==> src/sv/ssd_pkg.sv <==
// Shared beat types, command codes and decode tables for the seven-segment scan driver.
package ssd_pkg;

    // Command codes carried in the cmd field
    localparam logic CMD_LOAD = 1'b0;
    localparam logic CMD_TICK = 1'b1;

    // Scan phase that drives the decimal point line
    localparam logic [2:0] PHASE_DOT = 3'd7;

    // Number of digit enable lines on the result beat
    localparam int DIGIT_LINES = 4;

    // Reset value of the dot digit index: no dot
    localparam logic [3:0] DOT_NONE = 4'hF;

    // Reciprocals of powers of ten, ceil(2^32 / 10^k); exact for 16-bit dividends
    localparam logic [28:0] RECIP_E1 = 29'd429496730;
    localparam logic [28:0] RECIP_E2 = 29'd42949673;
    localparam logic [28:0] RECIP_E3 = 29'd4294968;
    localparam logic [28:0] RECIP_E4 = 29'd429497;

    // Input beat
    typedef struct packed {
        logic        cmd;
        logic [15:0] number;
        logic [3:0]  dot_position;
    } ssd_in_t;

    // Result beat
    typedef struct packed {
        logic [6:0] segment_lines;
        logic       dot_line;
        logic [3:0] digit_lines;
        logic [2:0] scan_phase;
        logic       pass_end;
    } ssd_out_t;

    // Quotient of a 16-bit value by 10^k; any k above four gives zero
    function automatic logic [15:0] pow10_quotient(input logic [15:0] x, input int k);
        logic [28:0] recip;
        logic [47:0] prod;
        logic [15:0] quot;
        case (k)
            1: begin
                recip = RECIP_E1;
            end
            2: begin
                recip = RECIP_E2;
            end
            3: begin
                recip = RECIP_E3;
            end
            4: begin
                recip = RECIP_E4;
            end
            default: begin
                recip = '0;
            end
        endcase
        prod = 48'(x) * 48'(recip);
        quot = (k == 0) ? x : prod[47:32];
        return quot;
    endfunction

    // Segment pattern of a decimal digit, bit 0 = a .. bit 6 = g
    function automatic logic [6:0] seg_decode(input logic [3:0] dec);
        logic [6:0] pat;
        case (dec)
            4'd0: begin
                pat = 7'h3F;
            end
            4'd1: begin
                pat = 7'h06;
            end
            4'd2: begin
                pat = 7'h5B;
            end
            4'd3: begin
                pat = 7'h4F;
            end
            4'd4: begin
                pat = 7'h66;
            end
            4'd5: begin
                pat = 7'h6D;
            end
            4'd6: begin
                pat = 7'h7D;
            end
            4'd7: begin
                pat = 7'h07;
            end
            4'd8: begin
                pat = 7'h7F;
            end
            4'd9: begin
                pat = 7'h6F;
            end
            default: begin
                pat = 7'h00;
            end
        endcase
        return pat;
    endfunction

endpackage

==> src/sv/ssd_decimal_split.sv <==
// Decimal split of the loaded number: registered quotients, then digit decode and blanking.
module ssd_decimal_split
    import ssd_pkg::*;
#(
    parameter int DIGITS = 4
) (
    input  logic                     aclk,
    input  logic                     load_en,
    input  logic [15:0]              number,
    output logic [DIGITS-1:0][6:0]   patterns,
    output logic [DIGITS-1:0]        shown
);

    logic [DIGITS:0][15:0] quot_next;
    logic [DIGITS:0][15:0] quot_reg;
    logic [DIGITS-1:0][3:0] dec_digit;

    // Divide by each power of ten in parallel, one multiplier per place
    always_comb begin
        for (int k = 0; k <= DIGITS; k++) begin
            quot_next[k] = pow10_quotient(number, k);
        end
    end

    // Hold the quotients for the decode stage
    always_ff @(posedge aclk) begin
        if (load_en) begin
            quot_reg <= quot_next;
        end
    end

    // Take each digit as q(p) - 10 * q(p+1); leftmost digit is the highest place
    always_comb begin
        logic [15:0] tens;
        logic [15:0] diff;
        for (int p = 0; p < DIGITS; p++) begin
            tens = (quot_reg[p+1] << 3) + (quot_reg[p+1] << 1);
            diff = quot_reg[p] - tens;
            dec_digit[DIGITS-1-p] = diff[3:0];
        end
    end

    // Decode to segments and blank leading zeros, keeping the rightmost digit
    always_comb begin
        logic seen;
        seen = 1'b0;
        for (int i = 0; i < DIGITS; i++) begin
            patterns[i] = seg_decode(dec_digit[i]);
            seen        = seen | (dec_digit[i] != 4'd0);
            shown[i]    = seen;
        end
        shown[DIGITS-1] = 1'b1;
    end

endmodule

==> src/sv/seven_segment_scan_driver.sv <==
// Top level of the multiplexed seven-segment scan driver: beat pipeline, display state, scan.
// A tick beat moves through the input, decode and result registers in turn.
// Throughput: one beat per cycle, loads and ticks alike, while the result channel accepts;
//   the per-place quotient multipliers sit between the input and decode registers.
// A load updates the display and restarts the scan; ticks behind it see the new state.
// Reset (aresetn low, synchronous): pipeline empties, digits blank, no dot, phase 0.
module seven_segment_scan_driver
    import ssd_pkg::*;
#(
    parameter int DIGITS = 4
) (
    input  logic     aclk,
    input  logic     aresetn,
    input  logic     s_valid,
    output logic     s_ready,
    input  ssd_in_t  s_data,
    output logic     m_valid,
    input  logic     m_ready,
    output ssd_out_t m_data
);

    // Input stage
    logic    a_valid_reg;
    ssd_in_t a_item_reg;
    logic    a_go;

    // Decode stage
    logic       b_valid_reg;
    logic       b_cmd_reg;
    logic [3:0] b_dot_reg;
    logic       b_go;
    logic       b_load_go;
    logic       b_tick_go;

    // Result stage
    logic     m_valid_reg;
    ssd_out_t m_data_reg;
    ssd_out_t result_next;
    logic     out_free;

    // Display state
    logic [DIGITS-1:0][6:0] pattern_reg;
    logic [DIGITS-1:0]      shown_reg;
    logic [3:0]             dot_reg;
    logic [2:0]             phase_reg;
    logic [2:0]             phase_next;

    logic [DIGITS-1:0][6:0] split_patterns;
    logic [DIGITS-1:0]      split_shown;

    logic [DIGIT_LINES-1:0] seg_hit;
    logic [DIGIT_LINES-1:0] dot_hit;

    // Flow control: a load in decode never waits, a tick waits for a free result slot
    assign out_free  = !m_valid_reg || m_ready;
    assign b_load_go = b_valid_reg && (b_cmd_reg == CMD_LOAD);
    assign b_tick_go = b_valid_reg && (b_cmd_reg == CMD_TICK) && out_free;
    assign b_go      = b_load_go || b_tick_go;
    assign a_go      = a_valid_reg && (!b_valid_reg || b_go);
    assign s_ready   = !a_valid_reg || a_go;

    assign m_valid = m_valid_reg;
    assign m_data  = m_data_reg;

    ssd_decimal_split #(
        .DIGITS (DIGITS)
    ) u_split (
        .aclk     (aclk),
        .load_en  (a_go),
        .number   (a_item_reg.number),
        .patterns (split_patterns),
        .shown    (split_shown)
    );

    // Per-line enables for the current phase; lines beyond the display stay off
    for (genvar b = 0; b < DIGIT_LINES; b++) begin : g_lines
        if (b < DIGITS) begin : g_used
            logic [7:0] pat_ext;
            assign pat_ext    = {1'b0, pattern_reg[b]};
            assign seg_hit[b] = shown_reg[b] & pat_ext[phase_reg];
            assign dot_hit[b] = (dot_reg == 4'(b));
        end else begin : g_unused
            assign seg_hit[b] = 1'b0;
            assign dot_hit[b] = 1'b0;
        end
    end

    // Form the tick result for the current phase
    always_comb begin
        result_next            = '0;
        result_next.scan_phase = phase_reg;
        if (phase_reg == PHASE_DOT) begin
            result_next.dot_line    = 1'b1;
            result_next.pass_end    = 1'b1;
            result_next.digit_lines = dot_hit;
        end else begin
            result_next.segment_lines = 7'd1 << phase_reg;
            result_next.digit_lines   = seg_hit;
        end
    end

    assign phase_next = phase_reg + 3'd1;

    // Control and display state
    always_ff @(posedge aclk) begin
        if (!aresetn) begin
            a_valid_reg <= 1'b0;
            b_valid_reg <= 1'b0;
            m_valid_reg <= 1'b0;
            pattern_reg <= '0;
            shown_reg   <= '0;
            dot_reg     <= DOT_NONE;
            phase_reg   <= 3'd0;
        end else begin
            // Advance the valid flags
            if (s_valid && s_ready) begin
                a_valid_reg <= 1'b1;
            end else if (a_go) begin
                a_valid_reg <= 1'b0;
            end
            if (a_go) begin
                b_valid_reg <= 1'b1;
            end else if (b_go) begin
                b_valid_reg <= 1'b0;
            end
            if (b_tick_go) begin
                m_valid_reg <= 1'b1;
            end else if (m_ready) begin
                m_valid_reg <= 1'b0;
            end
            // Load the display or step the scan
            if (b_load_go) begin
                pattern_reg <= split_patterns;
                shown_reg   <= split_shown;
                dot_reg     <= b_dot_reg;
                phase_reg   <= 3'd0;
            end else if (b_tick_go) begin
                phase_reg <= phase_next;
            end
        end
    end

    // Payload registers
    always_ff @(posedge aclk) begin
        if (s_valid && s_ready) begin
            a_item_reg <= s_data;
        end
        if (a_go) begin
            b_cmd_reg <= a_item_reg.cmd;
            b_dot_reg <= a_item_reg.dot_position;
        end
        if (b_tick_go) begin
            m_data_reg <= result_next;
        end
    end

    // A load leaving decode restarts the scan at phase 0
    assert property (@(posedge aclk) disable iff (!aresetn)
        b_load_go |=> (phase_reg == 3'd0))
        else $error("scan not restarted by load");

    // A tick leaving decode advances the phase by one
    assert property (@(posedge aclk) disable iff (!aresetn)
        (b_tick_go && !b_load_go) |=> (phase_reg == 3'($past(phase_reg) + 3'd1)))
        else $error("scan phase did not advance on tick");

    // Segment phases light exactly one segment line and no dot
    assert property (@(posedge aclk) disable iff (!aresetn)
        (m_valid && (m_data.scan_phase != PHASE_DOT)) |->
            ($onehot(m_data.segment_lines) && !m_data.dot_line && !m_data.pass_end))
        else $error("bad segment phase result");

    // The dot phase enables at most one digit
    assert property (@(posedge aclk) disable iff (!aresetn)
        (m_valid && (m_data.scan_phase == PHASE_DOT)) |->
            ($onehot0(m_data.digit_lines) && (m_data.segment_lines == 7'd0)))
        else $error("bad dot phase result");

    // Input is refused only while the input stage holds a beat that cannot move
    assert property (@(posedge aclk) disable iff (!aresetn)
        !s_ready |-> (a_valid_reg && b_valid_reg && !b_go))
        else $error("input stalled without cause");

endmodule

==> config.mk <==
export PLATFORM = sky130hd
export DESIGN_NAME = seven_segment_scan_driver
export DESIGN_NICKNAME = d
export VERILOG_FILES = /design/src/sv/ssd_pkg.sv /design/src/sv/ssd_decimal_split.sv /design/src/sv/seven_segment_scan_driver.sv
export SDC_FILE = /design/constraint.sdc
export NUM_CORES = 1
export LEC_CHECK = 0
export BUFFER_PORTS_ARGS = -buffer_cell sky130_fd_sc_hd__buf_2
export CORE_MARGIN = 1
export CORE_UTILIZATION = 51
export CTS_CLUSTER_SIZE = 16
export DETAILED_ROUTE_END_ITERATION = 16
export PLACE_DENSITY_LB_ADDON = 0.2
export SYNTH_ARGS = -nofsm -noshare
export SYNTH_HDL_FRONTEND = slang
export SYNTH_HIERARCHICAL = 1
export SYNTH_SLANG_ARGS = --single-unit
==> constraint.sdc <==
create_clock -name aclk -period 12.28 [get_ports aclk]
set_input_delay 0.614 -clock aclk [delete_from_list [all_inputs] [get_ports aclk]]
set_output_delay 0.614 -clock aclk [all_outputs]
set_load 0.05 [all_outputs]
==> impl_results.md, run 1 <==
- Outcome: finished, final reports clean
- Synth area leaders: sky130_fd_sc_hd__fa_1 32%, sky130_fd_sc_hd__ha_1 27%, sky130_fd_sc_hd__inv_1 10%, sky130_fd_sc_hd__edfxtp_1 8.4%, sky130_fd_sc_hd__dfxtp_1 3.9%
- Drt via density: 5.44
- Final routed wire length divided by cell count: 21.7 µm
- Share of synthesized registers carrying an async set or reset: 0
- Total length of routed wires: 59,500 µm
- Max_slew headroom: 0.330
- Number of rows created at floorplan: 74
- Data arrival time of the worst path: 6.70 ns
- Fill cell instance count of the final layout: 3,675
- Number of global-route vias before repair: 16.0k
- Residual DRC count: 0
- Number of DRC markers in iteration 0: 1,113
- Setup TNS: 0 ns
- Number of enable-type register cells in the synthesized netlist: 60
- Nets: 3,043
- #FFs+latches synth: 102
- H-tree level count: 3
- Storage cell area: 2640 µm²
- Antenna violation net count after detailed routing: 0
- Setup Buffers After CTS: 0
- Count of boundary I/O pins: 43
- Final core utilization: 0.551
- Clock Root Buffer: sky130_fd_sc_hd__clkbuf_16
- Number of I/O port buffers: 42
- Min-delay worst type: input port to flop
- Number of standard cells after synthesis: 2,148
- Average size of a mapped cell: 10.0 µm²
- Global Route Usage Sum: 0.292
- Hold Path Depth: 1
- Clk_lat worst skew: 0.39 ns
- Multi-input gate area in the final layout: 16,600 µm²
- Clock transition time at the flip-flop clock pins of the worst setup and hold paths: 0.11 ns
- Maximum clock frequency: 152 MHz
- Number of max-cap violations: 0
- Worst-case hold path end point: a_item_reg[7]$_DFFE_PP_
- Reg2reg setup slack: 5.69 ns
- Startpoint type of the worst setup path: flop
- Final HPWL DP: 51,400 µm
- Area fraction of the dominant cell type after synthesis: 0.325
- Slowest cell on the critical path: sky130_fd_sc_hd__edfxtp_1
- Layout cells sized above 1: 0.0422
- Ant diodes: 0
- Critical path's top delay family: adder cells
- Synth-to-layout area growth: 5.54%
- Number of buffers added to fix hold violations after cts: 0
- Area after DPL: 22,500 µm²
- Number of vias after detailed routing: 14.9k
- Most used cell along the critical path: sky130_fd_sc_hd__fa_1
- Mapped Area: 21,600 µm²
- Total CTS buffers: 9
- Number of cells on the worst reg-to-reg path: 18
- Number of nets in the synthesized netlist: 2,994
- Starting density of the core: 0.522
- Flip-flop count of the largest register, all copies and words added: 28
- Worst slew pin tran: 1.00 ns
- Core Footprint: 41,300 µm²
- Endpoint of the worst register-to-register path: u_split/quot_reg[19]$_DFFE_PP_
- Die footprint: 43,100 µm²
- Predominant post-synthesis flop cell: sky130_fd_sc_hd__edfxtp_1
- Post-layout minimum cycle time: 6.59 ns
- Setup repair after global routing missed its margin: no
- Startpoint of the lowest-slack hold path: s_data[7]
- Overall die width: 208 µm
- Synth Warn #: 6
- Initial antenna violation count: 0
- Library cell with the largest summed area after synthesis: sky130_fd_sc_hd__fa_1
- Beginning of the worst register-to-register path: a_item_reg[6]$_DFFE_PP_
- Fin area: 22,800 µm²
- Pin count of the biggest net entering global routing: 41
- Cells resized by post-CTS repair: 0
- Wire length of the first global-routing pass: 94,400 µm
- Number of hold violations in the final report: 0
- Sinks on Clock Net: 102
- Share of the yosys chip area belonging to registers: 0.123
- Max incr delay on CP: 0.72 ns
- Clock tree buffer depth: 2
- Setup-failing EPs final: 0
- Number of pins exceeding their max-slew limit in the final report: 0
- Required time of the worst setup path: 12.39 ns
- Count of different cell masters after synthesis: 71
- TritonCTS clock tree: built
- Maximum fanout count along the critical path: 11
- Gpl congestion: 1.00
- Crit end category: flop
- Kind of critical path: flop to flop
- Die Ht: 208 µm
- Chain of cells forming the critical path: ha_1 -> inv_1 -> fa_1 -> inv_1 -> fa_1 -> fa_1 -> inv_1 -> fa_1 -> fa_1 -> inv_1 -> ha_1 -> and3_1 -> a31o_1 -> a221oi_1 -> a21boi_1 -> o221ai_1 -> a21oi_1 -> xnor2_1
- Buf/Inv on CP: 4
- Remaining global-route overflow: 0
- Initial DRT Pass Iterations: 5
- Final Cycle Share: 0.536
- Final setup skew: 0.0353 ns
kinds of logic after synthesis:
family / Yosys count / share of synthesized area
buffers and inverters: 619 / 0.110
adders and majority gates: 821 / 0.598
AOI/OAI and AO/OA: 265 / 0.0824
DFF: 102 / 0.123
muxes: 14 / 0.00655
xor gates and xnor gates: 55 / 0.0239
and+or+nand+nor: 271 / 0.0570
other: 1 / 0.000174
routing by layer:
metal	share of wire	track usage
met5	0	0
met4	0.021	0.0644
met3	0.076	0.0498
met2	0.44	0.459
met1	0.46	0.422
cell type report:
| cell class | count | share of cell area |
|---|---|---|
| inverters | 600 | 0.0989 |
| well taps | 532 | 0.0292 |
| clock inverters | 7 | 0.00357 |
| flip-flops and latches | 102 | 0.116 |
| multi-input cells | 1427 | 0.728 |
| clock buffers | 9 | 0.00989 |
| repair buffers | 57 | 0.0142 |
synth_stat cells, types with 3 or more instances:
cell                          n
sky130_fd_sc_hd__a2111oi_0    9
sky130_fd_sc_hd__a211o_1      3
sky130_fd_sc_hd__a211oi_1    10
sky130_fd_sc_hd__a21boi_0    34
sky130_fd_sc_hd__a21o_1      32
sky130_fd_sc_hd__a21oi_1     59
sky130_fd_sc_hd__a221oi_1     3
sky130_fd_sc_hd__a22o_1       5
sky130_fd_sc_hd__a31oi_1      3
sky130_fd_sc_hd__and2_1       9
sky130_fd_sc_hd__and3_1       5
sky130_fd_sc_hd__buf_2        6
sky130_fd_sc_hd__clkbuf_1     7
sky130_fd_sc_hd__dfxtp_1     42
sky130_fd_sc_hd__edfxtp_1    60
sky130_fd_sc_hd__fa_1       350
sky130_fd_sc_hd__ha_1       471
sky130_fd_sc_hd__inv_1      599
sky130_fd_sc_hd__mux2i_1     13
sky130_fd_sc_hd__nand2_1    137
sky130_fd_sc_hd__nand2b_1     4
sky130_fd_sc_hd__nand3_1     16
sky130_fd_sc_hd__nand4_1     15
sky130_fd_sc_hd__nor2_1      37
sky130_fd_sc_hd__nor2b_1     12
sky130_fd_sc_hd__nor3_1      18
sky130_fd_sc_hd__o2111ai_1    4
sky130_fd_sc_hd__o211ai_1    11
sky130_fd_sc_hd__o21a_1       7
sky130_fd_sc_hd__o21ai_0     46
sky130_fd_sc_hd__o21ai_1      8
sky130_fd_sc_hd__o21bai_1     5
sky130_fd_sc_hd__or2_2        5
sky130_fd_sc_hd__or3_1        5
sky130_fd_sc_hd__xnor2_1     36
sky130_fd_sc_hd__xor2_1      16
how the worst max path moves through the flow:
stage / from / slack (ns) / end / cells after the start
4_1_cts: a_item_reg[6]$_DFFE_PP_ / 5.71 / u_split/quot_reg[19]$_DFFE_PP_ / 18
5_1_grt: a_item_reg[6]$_DFFE_PP_ / 5.45 / u_split/quot_reg[19]$_DFFE_PP_ / 18
3_3_place_gp: a_item_reg[6]$_DFFE_PP_ / 5.90 / u_split/quot_reg[19]$_DFFE_PP_ / 18
2_1_floorplan: a_item_reg[12]$_DFFE_PP_ / 6.55 / u_split/quot_reg[19]$_DFFE_PP_ / 19
6_report: a_item_reg[6]$_DFFE_PP_ / 5.69 / u_split/quot_reg[19]$_DFFE_PP_ / 18
3_5_place_dp: a_item_reg[6]$_DFFE_PP_ / 5.79 / u_split/quot_reg[19]$_DFFE_PP_ / 18
placed cells by master, fill, tap and decap left out, types with 37 or more instances in the layout:
master | Yosys | routed
sky130_fd_sc_hd__edfxtp_1 | 60 | 60
sky130_fd_sc_hd__o21ai_0 | 46 | 46
sky130_fd_sc_hd__dfxtp_1 | 42 | 42
sky130_fd_sc_hd__ha_1 | 471 | 471
sky130_fd_sc_hd__nand2_1 | 137 | 137
sky130_fd_sc_hd__nor2_1 | 37 | 37
sky130_fd_sc_hd__a21oi_1 | 59 | 59
sky130_fd_sc_hd__inv_1 | 599 | 599
sky130_fd_sc_hd__fa_1 | 350 | 350
sky130_fd_sc_hd__buf_2 | 6 | 42
per-stage QoR:
stage,hold slack [ns],worst slack [ns],cells
after floorplan,0.400,6.55,2148
after global placement,0.404,5.90,2718
after detailed placement,0.405,5.79,2718
after CTS,0.394,5.71,2734
after global routing,0.397,5.45,2734
final,0.406,5.69,2734
Power of run 1 is not shown: default switching activity piles up to over one toggle a cycle in this logic, so the estimate is an artifact.
==> run 2, diff against run 1 <==
==> constraint.sdc (replaced) <==
create_clock -name aclk -period 6.4 [get_ports aclk]
set_input_delay 0.32 -clock aclk [delete_from_list [all_inputs] [get_ports aclk]]
set_output_delay 0.32 -clock aclk [all_outputs]
set_load 0.05 [all_outputs]
==> run 2 against run 1 <==
Compared with the run above:
- sequential share of layout area decreased by 0.14 points
- first-iteration DRC count decreased by 4.9%
- count of clock-buffer cells in the layout unchanged
- global-route usage increased by 0.77 points
- setup slack got worse by 5.5 ns
- sequential cell count unchanged
- utilization increased by 0.68 points
- non-clock buffer count increased by 36
- die area unchanged
- maximum frequency increased by 6.8%
- wire length increased by 2.3%
- critical endpoint is now u_split/quot_reg[66]$_DFFE_PP_
- highest routed layer is now met5
==> impl_results.md, run 2 (synthesis results as in run 1) <==
- Remaining global-route overflow: 0
- Number of vias after detailed routing: 15.1k
- Most used cell along the critical path: sky130_fd_sc_hd__fa_1
- Fill cell instance count of the final layout: 3,658
- Post-layout minimum cycle time: 6.17 ns
- Number of cells on the worst reg-to-reg path: 19
- Required time of the worst setup path: 6.54 ns
- Gpl congestion: 1.03
- Worst hold margin: 0.116 ns
- Number of hold violations in the final report: 0
- Number of pins exceeding their max-slew limit in the final report: 0
- Drt via density: 5.45
- Endpoint of the worst register-to-register path: u_split/quot_reg[66]$_DFFE_PP_
- Pin count of the biggest net entering global routing: 41
- Synth-to-layout area growth: 6.84%
- Placed Instances: 2,752
- Post-Layout Cell Count: 2,770
- Number of DRC markers in iteration 0: 1,058
- Max incr delay on CP: 0.55 ns
- Startpoint of the lowest-slack hold path: s_data[9]
- Clock transition time at the flip-flop clock pins of the worst setup and hold paths: 0.10 ns
- Max_slew headroom: 0.326
- Chain of cells forming the critical path: buf_4 -> ha_1 -> inv_1 -> fa_1 -> inv_1 -> fa_1 -> fa_1 -> fa_1 -> inv_1 -> fa_1 -> inv_1 -> ha_1 -> a21oi_1 -> o21ai_0 -> o211a_1 -> a211o_1 -> a31o_1 -> a21oi_1 -> xnor2_1
- Residual DRC count: 0
- Initial antenna violation count: 1
- Startpoint type of the worst setup path: flop
- Final core utilization: 0.558
- Antenna violation net count after detailed routing: 0
- Slowest cell on the critical path: sky130_fd_sc_hd__fa_1
- Nets: 3,079
- Maximum fanout count along the critical path: 6
- Hold Path Depth: 1
- Final setup skew: 0.0227 ns
- Total length of routed wires: 60,800 µm
- Min-delay worst type: input port to flop
- Commonest non-fill, non-tap cells in the layout: 599 x sky130_fd_sc_hd__inv_1, 469 x sky130_fd_sc_hd__ha_1, 350 x sky130_fd_sc_hd__fa_1
- Beginning of the worst register-to-register path: a_item_reg[18]$_DFFE_PP_
- Final routed wire length divided by cell count: 22.0 µm
- Data arrival time of the worst path: 6.31 ns
- Kind of critical path: flop to flop
- Ant diodes: 0
- Final HPWL DP: 53,200 µm
- Worst-case hold path end point: a_item_reg[9]$_DFFE_PP_
- Layout cells sized above 1: 0.0594
- Clock Root Buffer: sky130_fd_sc_hd__clkbuf_16
- Crit end category: flop
- Final Cycle Share: 0.964
- Setup-failing EPs final: 0
- Flip-flop count of the largest register, all copies and words added: 28
- Worst slew pin tran: 1.01 ns
- Wire length of the first global-routing pass: 96,100 µm
- Die Ht: 208 µm
- Total CTS buffers: 9
- Fin area: 23,000 µm²
- Sinks on Clock Net: 102
- Storage cell area: 2640 µm²
- Number of max-cap violations: 0
- Outcome: finished, final reports clean
- Maximum clock frequency: 162 MHz
- Clock tree buffer depth: 2
- H-tree level count: 3
- Count of boundary I/O pins: 43
- Number of rows created at floorplan: 74
- Setup repair after global routing missed its margin: no
- Reg2reg setup slack: 0.23 ns
- Multi-input gate area in the final layout: 16,600 µm²
- Number of I/O port buffers: 42
- Most frequent standard cell in the layout excluding fill and tap cells: sky130_fd_sc_hd__inv_1
- Global Route Usage Sum: 0.300
- Core Footprint: 41,300 µm²
- Starting density of the core: 0.522
- Overall die width: 208 µm
- TritonCTS clock tree: built
- Initial DRT Pass Iterations: 5
- Clk_lat worst skew: 0.39 ns
- Area after DPL: 22,700 µm²
- Die footprint: 43,100 µm²
- Number of global-route vias before repair: 16.4k
[run 2: per-layer routing]
layer / vias to the layer above / track usage / wire length [µm]
met4: 2 / 0.0687 / 1470
li1: 7000 / - / -
met1: 7560 / 0.431 / 28500
met2: 448 / 0.459 / 26000
met3: 76 / 0.0688 / 4740
met5: - / 0 / 13
[run 2: worst max-delay path by stage]
stage | from | to | cells after the start
2_1_floorplan | a_item_reg[12]$_DFFE_PP_ | u_split/quot_reg[19]$_DFFE_PP_ | 19
3_3_place_gp | a_item_reg[17]$_DFFE_PP_ | u_split/quot_reg[66]$_DFFE_PP_ | 17
3_5_place_dp | a_item_reg[17]$_DFFE_PP_ | u_split/quot_reg[66]$_DFFE_PP_ | 17
4_1_cts | a_item_reg[18]$_DFFE_PP_ | u_split/quot_reg[66]$_DFFE_PP_ | 18
5_1_grt | a_item_reg[18]$_DFFE_PP_ | u_split/quot_reg[66]$_DFFE_PP_ | 19
6_report | a_item_reg[18]$_DFFE_PP_ | u_split/quot_reg[66]$_DFFE_PP_ | 19
[run 2: final cells by class]
cell class	instances	share of cell area
Clock buffer	9	0.00977
Clock inverter	7	0.00353
Inverter	600	0.0977
Multi-Input combinational cell	1427	0.720
Sequential cell	102	0.115
Tap cell	532	0.0289
Timing Repair Buffer	93	0.0257
[run 2: repair_timing]
item	CTS	global route
endpoints found under the setup margin	2	3
setup buffers	2	0
hold buffers	0	0
gates resized for setup	0	3
[run 2: worst max-delay path, delay by kind of cell (launching register included)]
kind	cells	cell delay, ns
adder cells (fa/ha/maj)	7	3.48
AO/OA/AOI/OAI	6	1.18
buffers and inverters	5	0.64
flip-flops	1	0.51
XOR/XNOR	1	0.08
[run 2: per-stage QoR]
| stage | setup TNS (ns) | setup WS [ns] |
|---|---|---|
| after detailed placement | 0 | 0.0220 |
| final | 0 | 0.232 |
| after global routing | 0 | 0.0126 |
| after floorplan | 0 | 0.674 |
| after CTS | 0 | 0.119 |
| after global placement | -0.0520 | -0.0520 |
Power of run 2 is left out for the same reason.
